## src/rtl/fpd_pkg.sv

```systemverilog
// package: shared constants, register codes and types of the flow presence detector
`timescale 1ns / 1ps
package fpd_pkg;

	localparam int LONGEST_PERIOD = 256;
	localparam int ADC_BITS       = 12;

	localparam int ENERGY_W    = 18;
	localparam int LEVEL_W     = 12;
	localparam int MARGIN_W    = 14;
	localparam int THR_W       = 18;
	localparam int PERIOD_W    = $clog2(LONGEST_PERIOD) + 1;
	localparam int CNT_W       = PERIOD_W;
	localparam int BANDS       = 6;
	localparam int BAND_K_W    = $clog2(BANDS + 1);
	localparam int BAND_PROD_W = LEVEL_W + $clog2(BANDS + 1);
	localparam int APB_ADDR_W  = 4;
	localparam int APB_DATA_W  = 32;

	localparam logic [LEVEL_W-1:0]  NOISE_FLOOR_RST = LEVEL_W'(609);
	localparam logic [MARGIN_W-1:0] MARGIN_RST      = MARGIN_W'(819);
	localparam logic [LEVEL_W-1:0]  BAND_WIDTH_RST  = LEVEL_W'(585);

	localparam logic [THR_W-1:0] FULL_SCALE4 = THR_W'(((1 << ADC_BITS) - 1) * 4);
	localparam logic [PERIOD_W-1:0] PERIOD_MAX = PERIOD_W'(LONGEST_PERIOD);

	typedef enum logic [1:0] {
		REG_NOISE_FLOOR = 2'd0,
		REG_MARGIN      = 2'd1,
		REG_BAND_WIDTH  = 2'd2
	} reg_idx_t;

	typedef struct packed {
		logic [LEVEL_W-1:0]  noise_floor;
		logic [MARGIN_W-1:0] margin_quarters;
		logic [LEVEL_W-1:0]  delay_band_width;
	} cfg_t;

	typedef struct packed {
		logic                flow_sample;
		logic [PERIOD_W-1:0] period;
	} class_t;

endpackage

```

## src/rtl/fpd_cfg_regs.sv

```systemverilog
// configuration register file behind the apb port
`timescale 1ns / 1ps
module fpd_cfg_regs (
	input  logic                           clk,
	input  logic                           arst_n,
	input  logic                           psel,
	input  logic                           penable,
	input  logic                           pwrite,
	input  logic [fpd_pkg::APB_ADDR_W-1:0] paddr,
	input  logic [fpd_pkg::APB_DATA_W-1:0] pwdata,
	output logic [fpd_pkg::APB_DATA_W-1:0] prdata,
	output logic                           pready,
	output fpd_pkg::cfg_t                  cfg
);

	fpd_pkg::cfg_t    cfg_q;
	fpd_pkg::reg_idx_t idx;
	logic             wr_en;

	assign idx    = fpd_pkg::reg_idx_t'(paddr[3:2]);
	assign pready = 1'b1;
	assign wr_en  = psel && penable && pwrite && pready;
	assign cfg    = cfg_q;

	always_ff @(posedge clk or negedge arst_n) begin
		if (!arst_n) begin
			cfg_q.noise_floor      <= fpd_pkg::NOISE_FLOOR_RST;
			cfg_q.margin_quarters  <= fpd_pkg::MARGIN_RST;
			cfg_q.delay_band_width <= fpd_pkg::BAND_WIDTH_RST;
		end else if (wr_en) begin
			unique case (idx)
				fpd_pkg::REG_NOISE_FLOOR: begin
					cfg_q.noise_floor <= pwdata[fpd_pkg::LEVEL_W-1:0];
				end
				fpd_pkg::REG_MARGIN: begin
					cfg_q.margin_quarters <= pwdata[fpd_pkg::MARGIN_W-1:0];
				end
				fpd_pkg::REG_BAND_WIDTH: begin
					cfg_q.delay_band_width <= pwdata[fpd_pkg::LEVEL_W-1:0];
				end
				default: begin
				end
			endcase
		end
	end

	always_comb begin
		unique case (idx)
			fpd_pkg::REG_NOISE_FLOOR: begin
				prdata = fpd_pkg::APB_DATA_W'(cfg_q.noise_floor);
			end
			fpd_pkg::REG_MARGIN: begin
				prdata = fpd_pkg::APB_DATA_W'(cfg_q.margin_quarters);
			end
			fpd_pkg::REG_BAND_WIDTH: begin
				prdata = fpd_pkg::APB_DATA_W'(cfg_q.delay_band_width);
			end
			default: begin
				prdata = '0;
			end
		endcase
	end

endmodule

```

## src/rtl/fpd_classify.sv

```systemverilog
// hysteresis thresholds, sample classification and persistence period selection
`timescale 1ns / 1ps
module fpd_classify (
	input  fpd_pkg::cfg_t                 cfg,
	input  logic [fpd_pkg::ENERGY_W-1:0]  energy,
	input  logic [fpd_pkg::LEVEL_W-1:0]   reference_level,
	input  logic [fpd_pkg::LEVEL_W-1:0]   delay_knob,
	input  logic                          flow_state,
	output fpd_pkg::class_t               cls
);

	logic [fpd_pkg::THR_W-1:0] nf4;
	logic [fpd_pkg::THR_W-1:0] ref4;
	logic [fpd_pkg::THR_W-1:0] mq;
	logic [fpd_pkg::THR_W-1:0] nf4_up;
	logic [fpd_pkg::THR_W-1:0] ref4_up;
	logic [fpd_pkg::THR_W-1:0] upper;
	logic [fpd_pkg::THR_W-1:0] lower;
	logic                      below_nf;
	logic [fpd_pkg::BAND_K_W-1:0] band;
	logic [fpd_pkg::PERIOD_W-1:0] shifted;

	assign nf4      = fpd_pkg::THR_W'(cfg.noise_floor) << 2;
	assign ref4     = fpd_pkg::THR_W'(reference_level) << 2;
	assign mq       = fpd_pkg::THR_W'(cfg.margin_quarters);
	assign nf4_up   = nf4 + mq;
	assign ref4_up  = ref4 + mq;
	assign below_nf = reference_level < cfg.noise_floor;

	always_comb begin
		if (below_nf) begin
			upper = nf4_up;
		end else if (ref4_up >= fpd_pkg::FULL_SCALE4) begin
			upper = fpd_pkg::FULL_SCALE4;
		end else begin
			upper = ref4_up;
		end
		if (!below_nf && ref4 >= nf4_up) begin
			lower = ref4 - mq;
		end else if (nf4 >= mq) begin
			lower = nf4 - mq;
		end else begin
			lower = '0;
		end
	end

	// band index: how many band edges the knob has passed
	always_comb begin
		logic [fpd_pkg::BAND_PROD_W-1:0] edge_lvl;
		band = '0;
		for (int j = 1; j <= fpd_pkg::BANDS; j++) begin
			edge_lvl = fpd_pkg::BAND_PROD_W'(cfg.delay_band_width) *
				fpd_pkg::BAND_PROD_W'(j);
			if (fpd_pkg::BAND_PROD_W'(delay_knob) >= edge_lvl) begin
				band = band + fpd_pkg::BAND_K_W'(1);
			end
		end
	end

	assign shifted = fpd_pkg::PERIOD_MAX >> band;

	always_comb begin
		cls.period      = (shifted == '0) ? fpd_pkg::PERIOD_W'(1) : shifted;
		cls.flow_sample = flow_state ? (fpd_pkg::THR_W'(energy) > lower)
			: (fpd_pkg::THR_W'(energy) >= upper);
	end

endmodule

```

## src/rtl/fpd_persist.sv

```systemverilog
// flow state and run counters with period clamping and persistence check
`timescale 1ns / 1ps
module fpd_persist (
	input  logic            clk,
	input  logic            arst_n,
	input  logic            adv,
	input  fpd_pkg::class_t cls,
	output logic            flow_state,
	output logic            flow_next,
	output logic            changed
);

	logic                      flow_state_q;
	logic [fpd_pkg::CNT_W-1:0] flow_cnt_q;
	logic [fpd_pkg::CNT_W-1:0] idle_cnt_q;
	logic [fpd_pkg::CNT_W-1:0] flow_cnt_d;
	logic [fpd_pkg::CNT_W-1:0] idle_cnt_d;

	always_comb begin
		logic [fpd_pkg::CNT_W-1:0] per;
		logic [fpd_pkg::CNT_W-1:0] mask;
		logic [fpd_pkg::CNT_W-1:0] f;
		logic [fpd_pkg::CNT_W-1:0] i;
		per  = fpd_pkg::CNT_W'(cls.period);
		mask = per - fpd_pkg::CNT_W'(1);
		f    = flow_cnt_q;
		i    = idle_cnt_q;
		// clamp when the period has shrunk
		if (f > per) begin
			f = mask;
			i = '0;
		end else if (i > per) begin
			i = mask;
			f = '0;
		end
		if (cls.flow_sample) begin
			f = f + fpd_pkg::CNT_W'(1);
			i = '0;
		end else begin
			i = i + fpd_pkg::CNT_W'(1);
			f = '0;
		end
		flow_next = flow_state_q;
		if (f != '0 && (f & mask) == '0) begin
			flow_next = 1'b1;
			f         = '0;
		end else if (i != '0 && (i & mask) == '0) begin
			flow_next = 1'b0;
			i         = '0;
		end
		flow_cnt_d = f;
		idle_cnt_d = i;
	end

	assign changed    = flow_next != flow_state_q;
	assign flow_state = flow_state_q;

	always_ff @(posedge clk or negedge arst_n) begin
		if (!arst_n) begin
			flow_state_q <= 1'b0;
			flow_cnt_q   <= '0;
			idle_cnt_q   <= '0;
		end else if (adv) begin
			flow_state_q <= flow_next;
			flow_cnt_q   <= flow_cnt_d;
			idle_cnt_q   <= idle_cnt_d;
		end
	end

	a_one_run_active: assert property (@(posedge clk) disable iff (!arst_n)
		!(flow_cnt_q != '0 && idle_cnt_q != '0))
		else $error("flow and idle run counts both nonzero");

	a_change_toggles: assert property (@(posedge clk) disable iff (!arst_n)
		adv && changed |=> flow_state_q != $past(flow_state_q))
		else $error("reported state change did not toggle the state");

	a_hold_when_idle: assert property (@(posedge clk) disable iff (!arst_n)
		!adv |=> $stable(flow_state_q) && $stable(flow_cnt_q) && $stable(idle_cnt_q))
		else $error("persistence state moved without a beat");

	a_no_change_no_toggle: assert property (@(posedge clk) disable iff (!arst_n)
		adv && !changed |=> flow_state_q == $past(flow_state_q))
		else $error("state toggled without a reported change");

endmodule

```

## src/rtl/flow_presence_hysteresis_detector_top.sv

```systemverilog
// top level of the flow presence hysteresis detector
`timescale 1ns / 1ps
// One sample enters per clock cycle while the input is not stalled: the
// sample is captured in an input register, classified against the
// hysteresis thresholds and folded into the persistence counters, and the
// flow state is held in an output register. The rate is set by the state
// update, which closes on itself from one sample to the next. While the
// output beat is stalled the block still holds one more sample in its input
// register before it stalls the input. The user must write the configuration
// registers over the apb port only while no sample is in flight; the block
// itself does not enforce this.
module flow_presence_hysteresis_detector_top (
	input  logic                           clk,
	input  logic                           arst_n,
	input  logic                           psel,
	input  logic                           penable,
	input  logic                           pwrite,
	input  logic [fpd_pkg::APB_ADDR_W-1:0] paddr,
	input  logic [fpd_pkg::APB_DATA_W-1:0] pwdata,
	output logic [fpd_pkg::APB_DATA_W-1:0] prdata,
	output logic                           pready,
	input  logic                           in_valid,
	output logic                           in_stall,
	input  logic [fpd_pkg::ENERGY_W-1:0]   energy,
	input  logic [fpd_pkg::LEVEL_W-1:0]    reference_level,
	input  logic [fpd_pkg::LEVEL_W-1:0]    delay_knob,
	output logic                           out_valid,
	input  logic                           out_stall,
	output logic                           flow_present,
	output logic                           state_changed
);

	fpd_pkg::cfg_t   cfg;
	fpd_pkg::class_t cls;

	logic                         valid_s1;
	logic [fpd_pkg::ENERGY_W-1:0] energy_s1;
	logic [fpd_pkg::LEVEL_W-1:0]  reference_level_s1;
	logic [fpd_pkg::LEVEL_W-1:0]  delay_knob_s1;
	logic                         out_valid_q;
	logic                         flow_present_q;
	logic                         state_changed_q;
	logic                         adv;
	logic                         flow_state;
	logic                         flow_next;
	logic                         changed;

	fpd_cfg_regs u_cfg (
		.clk     (clk),
		.arst_n  (arst_n),
		.psel    (psel),
		.penable (penable),
		.pwrite  (pwrite),
		.paddr   (paddr),
		.pwdata  (pwdata),
		.prdata  (prdata),
		.pready  (pready),
		.cfg     (cfg)
	);

	fpd_classify u_classify (
		.cfg             (cfg),
		.energy          (energy_s1),
		.reference_level (reference_level_s1),
		.delay_knob      (delay_knob_s1),
		.flow_state      (flow_state),
		.cls             (cls)
	);

	fpd_persist u_persist (
		.clk        (clk),
		.arst_n     (arst_n),
		.adv        (adv),
		.cls        (cls),
		.flow_state (flow_state),
		.flow_next  (flow_next),
		.changed    (changed)
	);

	assign adv      = valid_s1 && (!out_valid_q || !out_stall);
	assign in_stall = valid_s1 && !adv;

	always_ff @(posedge clk or negedge arst_n) begin
		if (!arst_n) begin
			valid_s1    <= 1'b0;
			out_valid_q <= 1'b0;
		end else begin
			if (!in_stall) begin
				valid_s1 <= in_valid;
			end
			if (adv) begin
				out_valid_q <= 1'b1;
			end else if (!out_stall) begin
				out_valid_q <= 1'b0;
			end
		end
	end

	always_ff @(posedge clk) begin
		if (in_valid && !in_stall) begin
			energy_s1          <= energy;
			reference_level_s1 <= reference_level;
			delay_knob_s1      <= delay_knob;
		end
		if (adv) begin
			flow_present_q  <= flow_next;
			state_changed_q <= changed;
		end
	end

	assign out_valid     = out_valid_q;
	assign flow_present  = flow_present_q;
	assign state_changed = state_changed_q;

	a_stall_needs_item: assert property (@(posedge clk) disable iff (!arst_n)
		in_stall |-> valid_s1 && out_valid_q && out_stall)
		else $error("input stalled with a free input register");

	a_out_tracks_state: assert property (@(posedge clk) disable iff (!arst_n)
		adv |=> out_valid_q && flow_present_q == flow_state)
		else $error("output beat disagrees with the flow state");

endmodule

```

## config.mk

```make
export PLATFORM = sky130hd
export DESIGN_NAME = flow_presence_hysteresis_detector_top
export DESIGN_NICKNAME = d
export VERILOG_FILES = /design/src/rtl/fpd_pkg.sv /design/src/rtl/fpd_cfg_regs.sv /design/src/rtl/fpd_classify.sv /design/src/rtl/fpd_persist.sv /design/src/rtl/flow_presence_hysteresis_detector_top.sv
export SDC_FILE = /design/constraint.sdc
export NUM_CORES = 1
export LEC_CHECK = 0
export ABC_AREA = 1
export BUFFER_PORTS_ARGS = -buffer_cell sky130_fd_sc_hd__buf_2
export CAP_MARGIN = 20
export CELL_PAD_IN_SITES_DETAIL_PLACEMENT = 1
export CELL_PAD_IN_SITES_GLOBAL_PLACEMENT = 1
export CORE_MARGIN = 2
export CORE_UTILIZATION = 48
export DETAILED_ROUTE_END_ITERATION = 8
export PLACE_DENSITY = 0.95
export SYNTH_ARGS = -nofsm -noshare
export SYNTH_HDL_FRONTEND = slang
export SYNTH_SLANG_ARGS = --single-unit
```

## constraint.sdc

```tcl
create_clock -name clk -period 22.4 [get_ports clk]
set_input_delay 0 -clock clk [delete_from_list [all_inputs] [get_ports clk]]
set_output_delay 0 -clock clk [all_outputs]
set_load 0.05 [all_outputs]
```

==> qor.yml <==
outcome:
  outcome: "completed"
setup_path:
  cp_common_cell: "nand2_1"
  slowest_delay_ns: 0.59
  cp_top_family: "simple AND/OR/NAND/NOR gates"
  critPathMaxFanout: 18
  path_buf_inv: 11
  cp.required_ns: 22.53
  cp.arrival_ns: 10.37
  cp-end-kind: "flip-flop"
  criticalPathCategory: "reg2reg"
  cp-start-kind: "flip-flop"
  critPathSlowestCell: "o21ai_1"
clocking:
  clockBufferDepth: 2
  cts.clk_slew.worst_paths_ns: 0.11
  cts_root_buffer: "clkbuf_16"
  cts_tree: "done"
  cts.hold.buffers_added: 59
  postCtsSetupBuffers: 0
  clk_latency_ns: 0.40
  cts_max_level: 3
  numCtsBuffers: 9
  cts_resized: 0
  clock_sinks: 103
cells_and_area:
  final_area_sq_um: 13600
  area_growth_pct: 13.3
  layout-drive-gt1-share_pct: 10.5
  nets: 2091
placed_design:
  dp_hpwl_um: 32400
  detailedPlace.worstSlack_ns: 12.95
  placed_cell_area_sq_um: 12700
  port_buffers: 82
  place.gp.congestion: 0.907
routing:
  finalWirelength_um: 52800
  vias: 13500
  dr.first_iter.drc_count: 1326
  via_per_inst: 6.40
  routedWlPerCell_um: 25.0
  ant_nets: 0
  drc: 0
  drtPass1Iterations: 5
grt:
  grt_pass1_vias: 14600
  grt_pass1_wl_um: 80100
  grt_most_used_layer: "met2"
  grt_max_degree: 60
  use_met1_pct: 41.9
  gr-usage-met2_pct: 66.7
  antenna_found_initial: 7
  grtUsageTotal_pct: 39.3
  overflow: 0
  grtUsageMet3_pct: 9.27
sta:
  clock_skew_ns: 0.0261
  hold_viol: 0
  worst_hold_slack_ns: 0.0153
  finalCritPeriodShare_pct: 45.7
  fin_ws_ns: 12.16
  fin_tns_setup_ns: 0
  slew_violations: 0
  rsz0062_at_grt: "no"
  worst_pin_slew_ns: 1.09
  fmax_mhz: 97.6
  max_slew_margin_pct: 27.0
  min_period_ns: 10.24
  setup_viol: 0
floorplan:
  rows: 57
  core_sq_um: 24500
  io_pins: 122
  die_x_um: 162
  die_h_um: 162
  initial_utilization_pct: 49.1
  die-area_sq_um: 26300
pwr:
  p_leak_nw: 7.14
  ir_drop_mv: 0.130
  finalPower_mw: 2.39
  power-per-cell-area_nw_per_um2: 176
logic_synthesis:
  synth-warning-count: 0
  synth_cell_types: 58
  yosysTopAreaCell: "ha_1"
  synth_flop_cell: "dfrtp_1"
  synth_area_sq_um: 12000
  yosysSeqAreaShare_pct: 23.4
  ys_ff_latch: 103
  netlist_instances: 1644
  yosysMostFrequentCell: "nand2_1"
  synthTopCellsByArea: "ha_1 (23%), nand2_1 (11%), edfxtp_1 (11%), dfrtp_1 (9.4%), inv_1 (7.7%)"
  synth_common_cells: "nand2_1 (355), inv_1 (248), ha_1 (220)"
  synth-edff-count: 44
  synth_area_per_cell_sq_um: 7.31
  synth_top_area_share_pct: 22.9
  synthArstFlopShare_pct: 57.3
flow_run:
  maxCapViolCount: 0
worst_hold_path:
  hold_class: "in2reg"
-- tightest hold or removal path, cell delays in order --
cell	delay [ns]
buf_2	0.14
nand3_1	0.15
o21ai_0	0.12
-- worst paths after layout --
check                      slack (ns)  cells past startpoint                                   to                startpoint
setup / recovery                12.16                     53               flow_present$_DFFE_PP_  u_cfg.cfg[1]$_DFFE_PN0P_
hold / removal                   0.02                      3            u_cfg.cfg[12]$_DFFE_PN1P_                  paddr[2]
setup reg to reg                12.16                     53               flow_present$_DFFE_PP_  u_cfg.cfg[1]$_DFFE_PN0P_
hold reg to reg                  0.53                      2                out_valid$_DFFE_PN0P_      valid_s1$_DFFE_PN0N_
max in group asynchronous       21.47                      3  u_persist.flow_cnt_q[0]$_DFFE_PN0P_                    arst_n
min in group asynchronous        0.32                      3            u_cfg.cfg[28]$_DFFE_PN0P_                    arst_n
-- sequential cells by signal, indices dropped and copies added (netlist names) --
signal and flops:
reference_level_s1 12, state_changed 1, out_valid 1, u_persist.flow_state 1, u_persist.idle_cnt_q 9, flow_present 1, valid_s1 1, energy_s1 18
u_persist.flow_cnt_q 9, delay_knob_s1 12, u_cfg.cfg 38
-- cell type report --
class	count	area, sq um
diodes	4	10.0
clock buffers	10	239
clock inverters	6	48.8
fillers	3101	10800
inverters	256	963
multi-input cells	1266	8090
flip-flops and latches	103	2820
well taps	324	405
repair buffers	146	1050
-- placed cells by master (no fill, tap or decap), types with 4 or more instances in the layout --
cell type / synthesis / routed
o221ai_1: 14 / 14
nand3_2: 9 / 9
a211oi_1: 4 / 4
a21oi_1: 109 / 109
xor2_1: 41 / 41
a31oi_1: 10 / 10
or2_2: 11 / 11
o21bai_1: 24 / 24
nor4_1: 5 / 5
nand3b_1: 5 / 5
xnor2_1: 4 / 4
nand4_1: 22 / 22
buf_4: 20 / 4
diode_2: 0 / 4
a21o_1: 5 / 5
nand2_2: 21 / 21
inv_1: 248 / 247
o21ai_1: 6 / 6
dfstp_2: 14 / 14
nor3_1: 9 / 9
dlygate4sd3_1: 0 / 59
dfrtp_1: 45 / 45
nand3_1: 115 / 115
o211ai_1: 5 / 5
clkbuf_16: 0 / 9
buf_2: 3 / 82
nor2_2: 8 / 8
conb_1: 2 / 21
nand2_1: 355 / 355
o31ai_1: 6 / 6
fa_1: 4 / 4
ha_1: 220 / 220
nor2_1: 101 / 101
o21ai_0: 99 / 99
edfxtp_1: 44 / 44
inv_2: 5 / 6
-- cell families after synthesis --
group	count (synthesis)	share of synthesized area, %
AOI/OAI and AO/OA	301	14.8
xor gates and xnor gates	46	3.41
adders and majority gates	224	23.6
buffers and inverters	294	9.86
DFF	103	23.4
other	2	0.0625
and+or+nand+nor	674	24.9
-- stage by stage --
| step | instances | utilization [%] |
|---|---|---|
| after floorplan | 1663 | - |
| after global placement | 2035 | 52.0 |
| after detailed placement | 2035 | 52.0 |
| after CTS | 2110 | 55.6 |
| after global routing | 2114 | 55.7 |
| final | 2115 | 55.7 |
-- metal layers --
layer  wire length, um  up-vias  part of all wire [%]
met2             24400      930                    46
met5                91        -                  0.17
li1                  -     5731                     -
met4              5260        6                    10
met3              4570      393                   8.7
met1             18500     6470                    35
-- where the power goes --
group	switching, mW	total (mW)	internal (mW)
sequential	0.0559	0.298	0.242
combinational	1.35	1.91	0.567
clock	0.0975	0.179	0.0812
total	1.50	2.39	0.890
Note: power is estimated with default switching activity, not from simulation.
